==> config.mk <==
export PLATFORM = sky130hd
export DESIGN_NAME = ready_to_drive_interlock
export DESIGN_NICKNAME = d
export VERILOG_FILES = /design/src/rtl/core/rdi_pkg.sv /design/src/rtl/core/rdi_cfg_regs.sv /design/src/rtl/core/rdi_step.sv /design/src/rtl/core/ready_to_drive_interlock.sv
export SDC_FILE = /design/constraint.sdc
export NUM_CORES = 1
export LEC_CHECK = 0
export BUFFER_PORTS_ARGS = -buffer_cell sky130_fd_sc_hd__buf_2
export CAP_MARGIN = 20
export CORE_UTILIZATION = 25
export CTS_BUF_LIST = sky130_fd_sc_hd__clkbuf_8
export DETAILED_ROUTE_END_ITERATION = 6
export GPL_ROUTABILITY_DRIVEN = 0
export PLACE_DENSITY = 0.37
export REMOVE_ABC_BUFFERS = 1
export SYNTH_ARGS = -nofsm -noshare
export SYNTH_HDL_FRONTEND = slang
export SYNTH_HIERARCHICAL = 1
export SYNTH_SLANG_ARGS = --single-unit
==> constraint.sdc <==
create_clock -name i_clk -period 2.95 [get_ports i_clk]
set_input_delay 0.4425 -clock i_clk [delete_from_list [all_inputs] [get_ports i_clk]]
set_output_delay 0.4425 -clock i_clk [all_outputs]
set_load 0.05 [all_outputs]
==> src/rtl/core/rdi_pkg.sv <==
// Types and constants shared by the ready-to-drive interlock modules.
`timescale 1ns / 1ps

package rdi_pkg;

    localparam int VAL_W = 10;

    // Operating modes, one-hot
    typedef enum logic [4:0] {
        MODE_IDLE        = 5'b00001,
        MODE_HORN        = 5'b00010,
        MODE_DRIVE       = 5'b00100,
        MODE_TEARDOWN    = 5'b01000,
        MODE_OVERCURRENT = 5'b10000
    } t_mode;

    // Mode codes as reported on the result channel
    localparam logic [2:0] CODE_IDLE        = 3'd0;
    localparam logic [2:0] CODE_HORN        = 3'd1;
    localparam logic [2:0] CODE_DRIVE       = 3'd2;
    localparam logic [2:0] CODE_TEARDOWN    = 3'd3;
    localparam logic [2:0] CODE_OVERCURRENT = 3'd4;

    // Configuration register indexes
    localparam logic [1:0] CFG_START_THR   = 2'd0;
    localparam logic [1:0] CFG_BRAKE_LIMIT = 2'd1;
    localparam logic [1:0] CFG_HORN_TICKS  = 2'd2;
    localparam logic [1:0] CFG_BLINK_TICKS = 2'd3;

    localparam logic [VAL_W-1:0] RST_START_THR   = 10'd184;
    localparam logic [VAL_W-1:0] RST_BRAKE_LIMIT = 10'd400;
    localparam logic [VAL_W-1:0] RST_HORN_TICKS  = 10'd150;
    localparam logic [VAL_W-1:0] RST_BLINK_TICKS = 10'd75;

    typedef struct packed {
        logic [VAL_W-1:0] start_thr;
        logic [VAL_W-1:0] brake_limit;
        logic [VAL_W-1:0] horn_ticks;
        logic [VAL_W-1:0] blink_ticks;
    } t_cfg;

    typedef struct packed {
        logic             button_press;
        logic             brake_pressed;
        logic             loop_open;
        logic             throttle_implausible;
        logic [VAL_W-1:0] pedal_position;
        logic             shutdown_request;
    } t_item;

    // Control state other than the tick counter
    typedef struct packed {
        t_mode mode;
        logic  button_latch;
        logic  shutdown_latch;
        logic  lamp_drive;
        logic  lamp_plaus;
        logic  lamp_fault;
        logic  lamp_active;
        logic  throttle_sel;
        logic  plausible;
        logic  brake_seen;
        logic  horn;
    } t_flags;

    typedef struct packed {
        logic [2:0] mode_code;
        logic       drive_lamp;
        logic       throttle_enable;
        logic       horn_on;
        logic       plausibility_lamp;
        logic       fault_lamp;
        logic       active_lamp;
        logic       throttle_ok;
        logic       brake_flag;
    } t_result;

    function automatic logic [2:0] mode_to_code(input t_mode m);
        logic [2:0] c;
        case (m)
            MODE_HORN:        c = CODE_HORN;
            MODE_DRIVE:       c = CODE_DRIVE;
            MODE_TEARDOWN:    c = CODE_TEARDOWN;
            MODE_OVERCURRENT: c = CODE_OVERCURRENT;
            default:          c = CODE_IDLE;
        endcase
        return c;
    endfunction

endpackage

==> src/rtl/core/rdi_cfg_regs.sv <==
// Configuration register bank of the ready-to-drive interlock.
`timescale 1ns / 1ps

module rdi_cfg_regs (
    input  logic                    i_clk,
    input  logic                    i_rst_n,
    input  logic                    i_cfg_valid,
    input  logic [1:0]              i_cfg_index,
    input  logic [rdi_pkg::VAL_W-1:0] i_cfg_data,
    output logic                    o_cfg_ready,
    output rdi_pkg::t_cfg           o_cfg
);
    import rdi_pkg::*;

    t_cfg r_cfg;

    assign o_cfg_ready = 1'b1;
    assign o_cfg       = r_cfg;

    always_ff @(posedge i_clk) begin
        if (!i_rst_n) begin
            r_cfg.start_thr   <= RST_START_THR;
            r_cfg.brake_limit <= RST_BRAKE_LIMIT;
            r_cfg.horn_ticks  <= RST_HORN_TICKS;
            r_cfg.blink_ticks <= RST_BLINK_TICKS;
        end else if (i_cfg_valid) begin
            case (i_cfg_index)
                CFG_START_THR:   r_cfg.start_thr   <= i_cfg_data;
                CFG_BRAKE_LIMIT: r_cfg.brake_limit <= i_cfg_data;
                CFG_HORN_TICKS:  r_cfg.horn_ticks  <= i_cfg_data;
                CFG_BLINK_TICKS: r_cfg.blink_ticks <= i_cfg_data;
                default: ;
            endcase
        end
    end

endmodule

==> src/rtl/core/rdi_step.sv <==
// Mode logic: next state and result for one tick.
`timescale 1ns / 1ps

module rdi_step #(
    parameter int COUNT_WIDTH = 11
) (
    input  rdi_pkg::t_cfg          i_cfg,
    input  rdi_pkg::t_item         i_item,
    input  rdi_pkg::t_flags        i_flags,
    input  logic [COUNT_WIDTH-1:0] i_wait,
    output rdi_pkg::t_flags        o_flags,
    output logic [COUNT_WIDTH-1:0] o_wait,
    output rdi_pkg::t_result       o_result
);
    import rdi_pkg::*;

    localparam int LW = ((COUNT_WIDTH > VAL_W) ? COUNT_WIDTH : VAL_W) + 1;
    localparam logic [LW-1:0] CNT_MAX  = LW'((1 << COUNT_WIDTH) - 1);
    localparam logic [LW-1:0] CNT_HALF = CNT_MAX >> 1;

    t_flags                 f;
    logic [COUNT_WIDTH-1:0] w;
    logic [LW-1:0]          horn_ext;
    logic [LW-1:0]          horn_lim;
    logic [LW-1:0]          blink_ext;
    logic [LW-1:0]          blink_lim;
    logic [LW-1:0]          wait_ext;
    logic [COUNT_WIDTH-1:0] wait_inc;
    logic                   blink_end;
    logic                   start_ok;

    assign horn_ext  = LW'(i_cfg.horn_ticks);
    assign horn_lim  = (horn_ext < CNT_MAX) ? horn_ext : CNT_MAX;
    assign blink_ext = LW'(i_cfg.blink_ticks);
    assign blink_lim = (blink_ext < CNT_HALF) ? blink_ext : CNT_HALF;
    assign wait_ext  = LW'(i_wait);
    assign wait_inc  = i_wait + 1'b1;
    assign blink_end = LW'(wait_inc) >= (blink_lim << 1);
    assign start_ok  = i_item.brake_pressed && !i_item.loop_open
                    && !i_item.throttle_implausible
                    && (i_item.pedal_position > i_cfg.start_thr);

    always_comb begin
        f = i_flags;
        w = i_wait;
        if (i_item.button_press)     f.button_latch   = 1'b1;
        if (i_item.shutdown_request) f.shutdown_latch = 1'b1;
        f.lamp_plaus = i_item.throttle_implausible;

        case (i_flags.mode)
            MODE_HORN: begin
                f.plausible    = 1'b0;
                f.throttle_sel = 1'b1;
                if (wait_ext < horn_lim) begin
                    f.horn = 1'b1;
                    w      = wait_inc;
                end else begin
                    f.horn = 1'b0;
                    w      = '0;
                    f.mode = MODE_DRIVE;
                end
            end
            MODE_DRIVE: begin
                w             = '0;
                f.lamp_drive  = 1'b1;
                f.lamp_active = 1'b1;
                f.brake_seen  = i_item.brake_pressed;
                if (i_item.brake_pressed && (i_item.pedal_position > i_cfg.brake_limit))
                    f.mode = MODE_TEARDOWN;
                if (i_item.throttle_implausible)
                    f.mode = MODE_TEARDOWN;
                f.plausible = !i_item.throttle_implausible;
                if (f.shutdown_latch || i_item.loop_open) begin
                    f.mode           = MODE_TEARDOWN;
                    f.shutdown_latch = 1'b0;
                    f.button_latch   = 1'b0;
                end
                if (f.button_latch) begin
                    f.button_latch = 1'b0;
                    f.mode         = MODE_OVERCURRENT;
                end
            end
            MODE_OVERCURRENT: begin
                f.plausible    = 1'b0;
                f.lamp_fault   = 1'b1;
                f.throttle_sel = 1'b0;
                f.lamp_drive   = wait_ext >= blink_lim;
                w              = wait_inc;
                // decisions fall on the last tick of the blink cycle
                if (blink_end) begin
                    w = '0;
                    if (f.button_latch) begin
                        f.button_latch = 1'b0;
                        f.lamp_drive   = 1'b1;
                        f.throttle_sel = 1'b1;
                        f.mode         = MODE_DRIVE;
                    end
                    if (f.shutdown_latch || i_item.loop_open) begin
                        f.mode           = MODE_TEARDOWN;
                        f.shutdown_latch = 1'b0;
                        f.button_latch   = 1'b0;
                    end
                    if (i_item.throttle_implausible)
                        f.mode = MODE_TEARDOWN;
                    f.plausible = !i_item.throttle_implausible;
                end
            end
            MODE_TEARDOWN: begin
                f.mode         = MODE_IDLE;
                w              = '0;
                f.plausible    = 1'b0;
                f.lamp_drive   = 1'b0;
                f.lamp_fault   = 1'b0;
                f.lamp_active  = 1'b0;
                f.throttle_sel = 1'b0;
            end
            default: begin
                f.mode      = MODE_IDLE;
                w           = '0;
                f.plausible = 1'b0;
                if (f.button_latch) begin
                    if (start_ok)
                        f.mode = MODE_HORN;
                    f.button_latch = 1'b0;
                end
            end
        endcase
    end

    assign o_flags = f;
    assign o_wait  = w;

    assign o_result.mode_code         = mode_to_code(i_flags.mode);
    assign o_result.drive_lamp        = f.lamp_drive;
    assign o_result.throttle_enable   = f.throttle_sel;
    assign o_result.horn_on           = f.horn;
    assign o_result.plausibility_lamp = f.lamp_plaus;
    assign o_result.fault_lamp        = f.lamp_fault;
    assign o_result.active_lamp       = f.lamp_active;
    assign o_result.throttle_ok       = f.plausible;
    assign o_result.brake_flag        = f.brake_seen;

endmodule

==> src/rtl/core/ready_to_drive_interlock.sv <==
// Ready-to-drive interlock: input and result registers around the mode logic.
//
// Usage:
//   Input channel (i_in_valid / o_in_stall) takes one tick of sampled pins,
//   pedal reading and button / shutdown events per request.
//   Result channel (o_out_valid / i_out_stall) gives one result per tick:
//   mode handled, lamp and output levels after the tick.
//   Config channel (i_cfg_valid / o_cfg_ready) writes the pedal threshold,
//   brake limit, horn length and blink half length; always ready.
//   A request passes through the input register, the mode logic and the result
//   register. Throughput: one tick per cycle while the receiver does not stall,
//   set by the single registered pass through the mode logic.
//   Reset (synchronous, active low) returns to idle with lamps off, latches
//   and counter cleared and the config registers at their defaults; both
//   channels come up empty.
//   While the receiver stalls, the result register holds and one further
//   request is held in the input register; o_in_stall rises after that.
`timescale 1ns / 1ps

module ready_to_drive_interlock #(
    parameter int COUNT_WIDTH = 11
) (
    input  logic                      i_clk,
    input  logic                      i_rst_n,
    // configuration
    input  logic                      i_cfg_valid,
    input  logic [1:0]                i_cfg_index,
    input  logic [rdi_pkg::VAL_W-1:0] i_cfg_data,
    output logic                      o_cfg_ready,
    // tick input
    input  logic                      i_in_valid,
    output logic                      o_in_stall,
    input  logic                      i_button_press,
    input  logic                      i_brake_pressed,
    input  logic                      i_loop_open,
    input  logic                      i_throttle_implausible,
    input  logic [rdi_pkg::VAL_W-1:0] i_pedal_position,
    input  logic                      i_shutdown_request,
    // result output
    output logic                      o_out_valid,
    input  logic                      i_out_stall,
    output logic [2:0]                o_mode_code,
    output logic                      o_drive_lamp,
    output logic                      o_throttle_enable,
    output logic                      o_horn_on,
    output logic                      o_plausibility_lamp,
    output logic                      o_fault_lamp,
    output logic                      o_active_lamp,
    output logic                      o_throttle_ok,
    output logic                      o_brake_flag
);
    import rdi_pkg::*;

    t_cfg                   cfg;
    logic                   r_in_valid;
    t_item                  r_in;
    logic                   r_out_valid;
    t_result                r_out;
    t_flags                 r_flags;
    logic [COUNT_WIDTH-1:0] r_wait;
    t_flags                 n_flags;
    logic [COUNT_WIDTH-1:0] n_wait;
    t_result                n_out;
    logic                   out_free;
    logic                   take;

    rdi_cfg_regs u_cfg (
        .i_clk       (i_clk),
        .i_rst_n     (i_rst_n),
        .i_cfg_valid (i_cfg_valid),
        .i_cfg_index (i_cfg_index),
        .i_cfg_data  (i_cfg_data),
        .o_cfg_ready (o_cfg_ready),
        .o_cfg       (cfg)
    );

    rdi_step #(
        .COUNT_WIDTH (COUNT_WIDTH)
    ) u_step (
        .i_cfg    (cfg),
        .i_item   (r_in),
        .i_flags  (r_flags),
        .i_wait   (r_wait),
        .o_flags  (n_flags),
        .o_wait   (n_wait),
        .o_result (n_out)
    );

    assign out_free   = !r_out_valid || !i_out_stall;
    assign take       = r_in_valid && out_free;
    assign o_in_stall = r_in_valid && !out_free;

    // input register
    always_ff @(posedge i_clk) begin
        if (!i_rst_n) begin
            r_in_valid <= 1'b0;
        end else if (!o_in_stall) begin
            r_in_valid <= i_in_valid;
        end
    end

    always_ff @(posedge i_clk) begin
        if (!o_in_stall && i_in_valid) begin
            r_in.button_press         <= i_button_press;
            r_in.brake_pressed        <= i_brake_pressed;
            r_in.loop_open            <= i_loop_open;
            r_in.throttle_implausible <= i_throttle_implausible;
            r_in.pedal_position       <= i_pedal_position;
            r_in.shutdown_request     <= i_shutdown_request;
        end
    end

    // mode state, updated once per request
    always_ff @(posedge i_clk) begin
        if (!i_rst_n) begin
            r_flags.mode           <= MODE_IDLE;
            r_flags.button_latch   <= 1'b0;
            r_flags.shutdown_latch <= 1'b0;
            r_flags.lamp_drive     <= 1'b0;
            r_flags.lamp_plaus     <= 1'b0;
            r_flags.lamp_fault     <= 1'b0;
            r_flags.lamp_active    <= 1'b0;
            r_flags.throttle_sel   <= 1'b0;
            r_flags.plausible      <= 1'b0;
            r_flags.brake_seen     <= 1'b0;
            r_flags.horn           <= 1'b0;
            r_wait                 <= '0;
        end else if (take) begin
            r_flags <= n_flags;
            r_wait  <= n_wait;
        end
    end

    // result register
    always_ff @(posedge i_clk) begin
        if (!i_rst_n) begin
            r_out_valid <= 1'b0;
        end else if (out_free) begin
            r_out_valid <= r_in_valid;
        end
    end

    always_ff @(posedge i_clk) begin
        if (take) begin
            r_out <= n_out;
        end
    end

    assign o_out_valid         = r_out_valid;
    assign o_mode_code         = r_out.mode_code;
    assign o_drive_lamp        = r_out.drive_lamp;
    assign o_throttle_enable   = r_out.throttle_enable;
    assign o_horn_on           = r_out.horn_on;
    assign o_plausibility_lamp = r_out.plausibility_lamp;
    assign o_fault_lamp        = r_out.fault_lamp;
    assign o_active_lamp       = r_out.active_lamp;
    assign o_throttle_ok       = r_out.throttle_ok;
    assign o_brake_flag        = r_out.brake_flag;

endmodule

### Word level (Yosys, flattened, before mapping)

Index checks and enable logic that the tools add are counted.

* register bits: 92
* output and inout bits: 14
* word-level logic and storage cells: 106

* add/subtract/negate cells: 1
* $lt $le $gt $ge: 7
* equal/unequal tests: 11
* mux-type cells: 34
* reductions and logical operators: 22

Operators by type and width (number)
* $mux 11: 3
* $ge 11x12->1: 2
* $pmux 11 s2: 1
* $mux 7: 3
* $gt 10x10->1: 2
* $mux 5: 4
* $pmux 5 s4: 1
* $lt 11x12->1: 1
* $mux 6: 2
* $pmux 3 s4: 1
* $add 11x1->11 const B: 1
* $lt 10x11->1 const B: 1
* $lt 10x10->1 const B: 1
* $mux 10: 1
* $pmux 1 s3: 3
* $mux 8: 1
* $pmux 1 s2: 4
* $reduce_and 2->1: 4
* $logic_and 1x1->1: 7
* $mux 1: 7
* $logic_not 1->1: 6
* $eq 5x2->1 const B: 1
* $eq 5x3->1 const B: 1
* $eq 5x4->1 const B: 1
* other kinds (13): 16

### Longest topological paths before layout

* depth in word-level cells: 8
* gate-level depth with buffers: 14
* mapped depth without buffers: 13

### By module

Netlist, hierarchy kept.

Modules (own cells, without submodules)
* ready_to_drive_interlock: times used 1, cells each 147, area an instance 1926.8 um^2, sequential area each 1341.3 um^2
* rdi_step: times used 1, cells each 266, area an instance 1855.5 um^2, sequential area each 0.0 um^2
* rdi_cfg_regs: times used 1, cells each 161, area an instance 1620.3 um^2, sequential area each 800.8 um^2

### Worst setup path before layout

Ideal clock, no wire load.

* kind: flip-flop to flip-flop
* from: register r_wait[2]
* to: register r_wait[0]
* data arrival time: 2650 ps
* data required time: 2878 ps
* slack: 229 ps
* cell stages (with the launch flop): 14
* buffers on the path: 1
* period minus slack after synthesis: 2721 ps
* cells stage by stage: dfxtp_1 -> and4_1 -> and3_1 -> and4_1 -> xor2_1 -> ha_1 -> a21o_1 -> a21oi_1 -> o311ai_1 -> or3_4 -> buf_6 -> a21oi_1 -> nand2_1 -> mux2i_1

* cells in the longest elaborated chain, start to end: 4

RTL lines
* from (decl): RTL line ready_to_drive_interlock.sv:60 `logic [COUNT_WIDTH-1:0] r_wait;`
* from (signal assigned): RTL line ready_to_drive_interlock.sv:130 `r_wait <= n_wait;`
* $add 11x1->11: RTL line rdi_step.sv:37 `assign wait_inc = i_wait + 1'b1;`
* $ge 11x12->1: RTL line rdi_step.sv:38 `assign blink_end = LW'(wait_inc) >= (blink_lim << 1);`
* $mux 11: RTL line rdi_step.sv:90 `if (blink_end) begin`
* $pmux 11 s2 (*): RTL line rdi_step.sv:50 `case (i_flags.mode)`
* net n_wait[0]: RTL line ready_to_drive_interlock.sv:62 `logic [COUNT_WIDTH-1:0] n_wait;`

Mark *: on every way through the listed nets, which the timed path passes. The rest lies on a longest branch.
A chain may end at the register's enable or synchronous reset.

### Worst setup path in the final report

* from: register r_wait[5]
* to: register r_wait[0]

The elaborated chain is that of the path after synthesis.

==> results.toml <==
[clock_network]
cts_max_path_buffers = 2
cts_sinks = 92
post_cts_hold_buffer_count = 0
clk_pin_slew_ns = 0.09
cts_inserted_buffers = 9
clk_root_buffer_cell = "clkbuf_8"
cts_tree = "built"
clkLatencyLatePin_ns = 0.38
htree_num_levels = 3

[grt]
grt-ovfl-total = 0
grt_max_degree = 29
grt_pass1_wl_um = 20800
grt_pass1_vias = 3943
antenna_found_initial = 0
grt_use_total = 0.123

[synth]
netlist_instances = 565
avgSynthCellArea_um2 = 9.42
synthesis.area_mm2 = 0.00532
ys_warn_count = 6

[final_layout]
nFillCells = 2242
seq_area_mm2 = 0.00211
instances_no_fill = 884
stdcell_area_mm2 = 0.00612
drive_gt1_frac = 0.182
multi_input_area_mm2 = 0.00287
area_growth_pct = 15.1
final_nets = 681
layout_commonest_cell = "nand2_1"
diodes = 0
final_cell_mix = "nand2_1, dfxtp_1, mux2i_1"

[detailed_routing]
vias_per_cell = 4.52
antenna_left = 0
avgRoutedWirePerCell_um = 14.9
routed_wl_um = 13200
first_pass_iters = 4
top_layer = "met4"
wl_met3_um = 318
routed-wl-met2_um = 6210
drt_iter0_markers = 188
drc_errors = 0
wl_met1_um = 6540
via_count = 3996

[setup_path]
critPathKind = "reg2reg"
worstSetupEndpointType = "flop"
cp_top_family = "simple AND/OR/NAND/NOR gates"
cp_common_cell = "and4_4"
critical_path.cell_chain = "and4_4, and3_1, and4_4, xor2_4, ha_1, a21o_1, a21oi_2, o311ai_4, or3_4, a21oi_1, nand2_1, mux2i_1"
cp_data_required_time_ns = 3.26
slowest_stage = "or3_4"
slowest_delay_ns = 0.48
startpoint_type = "flop"
worstPathArrival_ns = 3.19
path_buf_inv = 0
critPathMaxFanout = 7

[power]
p_leak_uw = 0.00264
p_int_uw = 1940
switching_share = 0.255
p_comb_frac = 0.102
net-switching-power_uw = 666
vdd_drop_max_v = 0.000186
power_density_mw_per_mm2 = 426
clockPowerShare = 0.375
p_seq_frac = 0.523

[min_path]
hold_path_class = "in2reg"

[placed_design]
dp_hpwl_um = 9750
portBuffers = 44
dpl_cell_area_mm2 = 0.00578
dpl.cell_count = 866

[timing]
timing.fmax_mhz = 347
setup_viol = 0
relSlewSlack = 0.465
fin_crit_ns = 2.88
min_period_over_period = 0.977
tightest_slew_ns = 0.792
rsz0062_at_grt = "true"
clock_skew_ns = 0.0118
hold_viol_final = 0
slew_viol_final = 0

[run]
drv_cap = 0

[floorplanning]
floorplan.die_area_mm2 = 0.0219
start_util = 0.254
die_h_um = 148
ios = 46
rows = 53
die-width_um = 148
core-area_mm2 = 0.0210

[run_status]
status = "complete, no violations"
[stage by stage]
step | setup slack [ns] | setup TNS, ns | hold WS [ns] | util | power [uW]
CTS | 0.00129 | 0 | 0.209 | 0.287 | 2660
floorplan | 0.258 | 0 | 0.435 | - | 1540
detailed placement | 0.00937 | 0 | 0.449 | 0.276 | 1660
finish | 0.0675 | 0 | 0.239 | 0.292 | 2610
global route | -0.0332 | -0.168 | 0.213 | 0.292 | 2730
global placement | -0.0614 | -0.248 | 0.447 | 0.276 | 1650
[flip-flops by register name (all words and copies together) (netlist names)]
register             count
o_active_lamp            1
o_brake_flag             1
o_drive_lamp             1
o_fault_lamp             1
o_horn_on                1
o_mode_code              3
o_out_valid              1
o_plausibility_lamp      1
o_throttle_enable        1
o_throttle_ok            1
r_flags                 13
r_in                    15
r_in_valid               1
r_wait                  11
u_cfg/o_cfg             40
[final timing paths]
check | from | end | slack, ns | depth (start not counted)
setup / recovery | r_wait[5] | r_wait[0] | 0.07 | 12
hold / removal | i_throttle_implausible | r_in[11] | 0.24 | 1
setup reg to reg | r_wait[5] | r_wait[0] | 0.07 | 12
hold reg to reg | u_cfg/o_cfg[21] | u_cfg/o_cfg[21] | 0.46 | 2
[timing repair]
action / in CTS / in global routing
endpoints found under the setup margin: 2 / 20
gates resized for setup: 1 / 22
buffers inserted: 0 / 2
cloned: 0 / 1
pin swaps: 0 / 5
[cell type report]
class | count | share of cell area
Multi-Input combinational cell | 384 | 0.469
Sequential cell | 92 | 0.344
Timing Repair Buffer | 67 | 0.0642
Tap cell | 275 | 0.0562
Inverter | 51 | 0.0313
Clock buffer | 10 | 0.0225
Clock inverter | 5 | 0.0133
[power by group through the flow]
stage	Combinational [uW]	Sequential, uW	Clock, uW
after floorplan	134	1410	0
after global placement	261	1390	0
after detailed placement	265	1390	0
after CTS	267	1360	1030
after global routing	293	1370	1070
final	265	1360	978
[metal layers]
metal  track usage  vias to the layer above
met5             0                        -
met4        0.0356                        0
met3        0.0238                       11
met2         0.205                       57
met1         0.162                     1895
li1              -                     2033
Power figures use the tool's default switching activity.
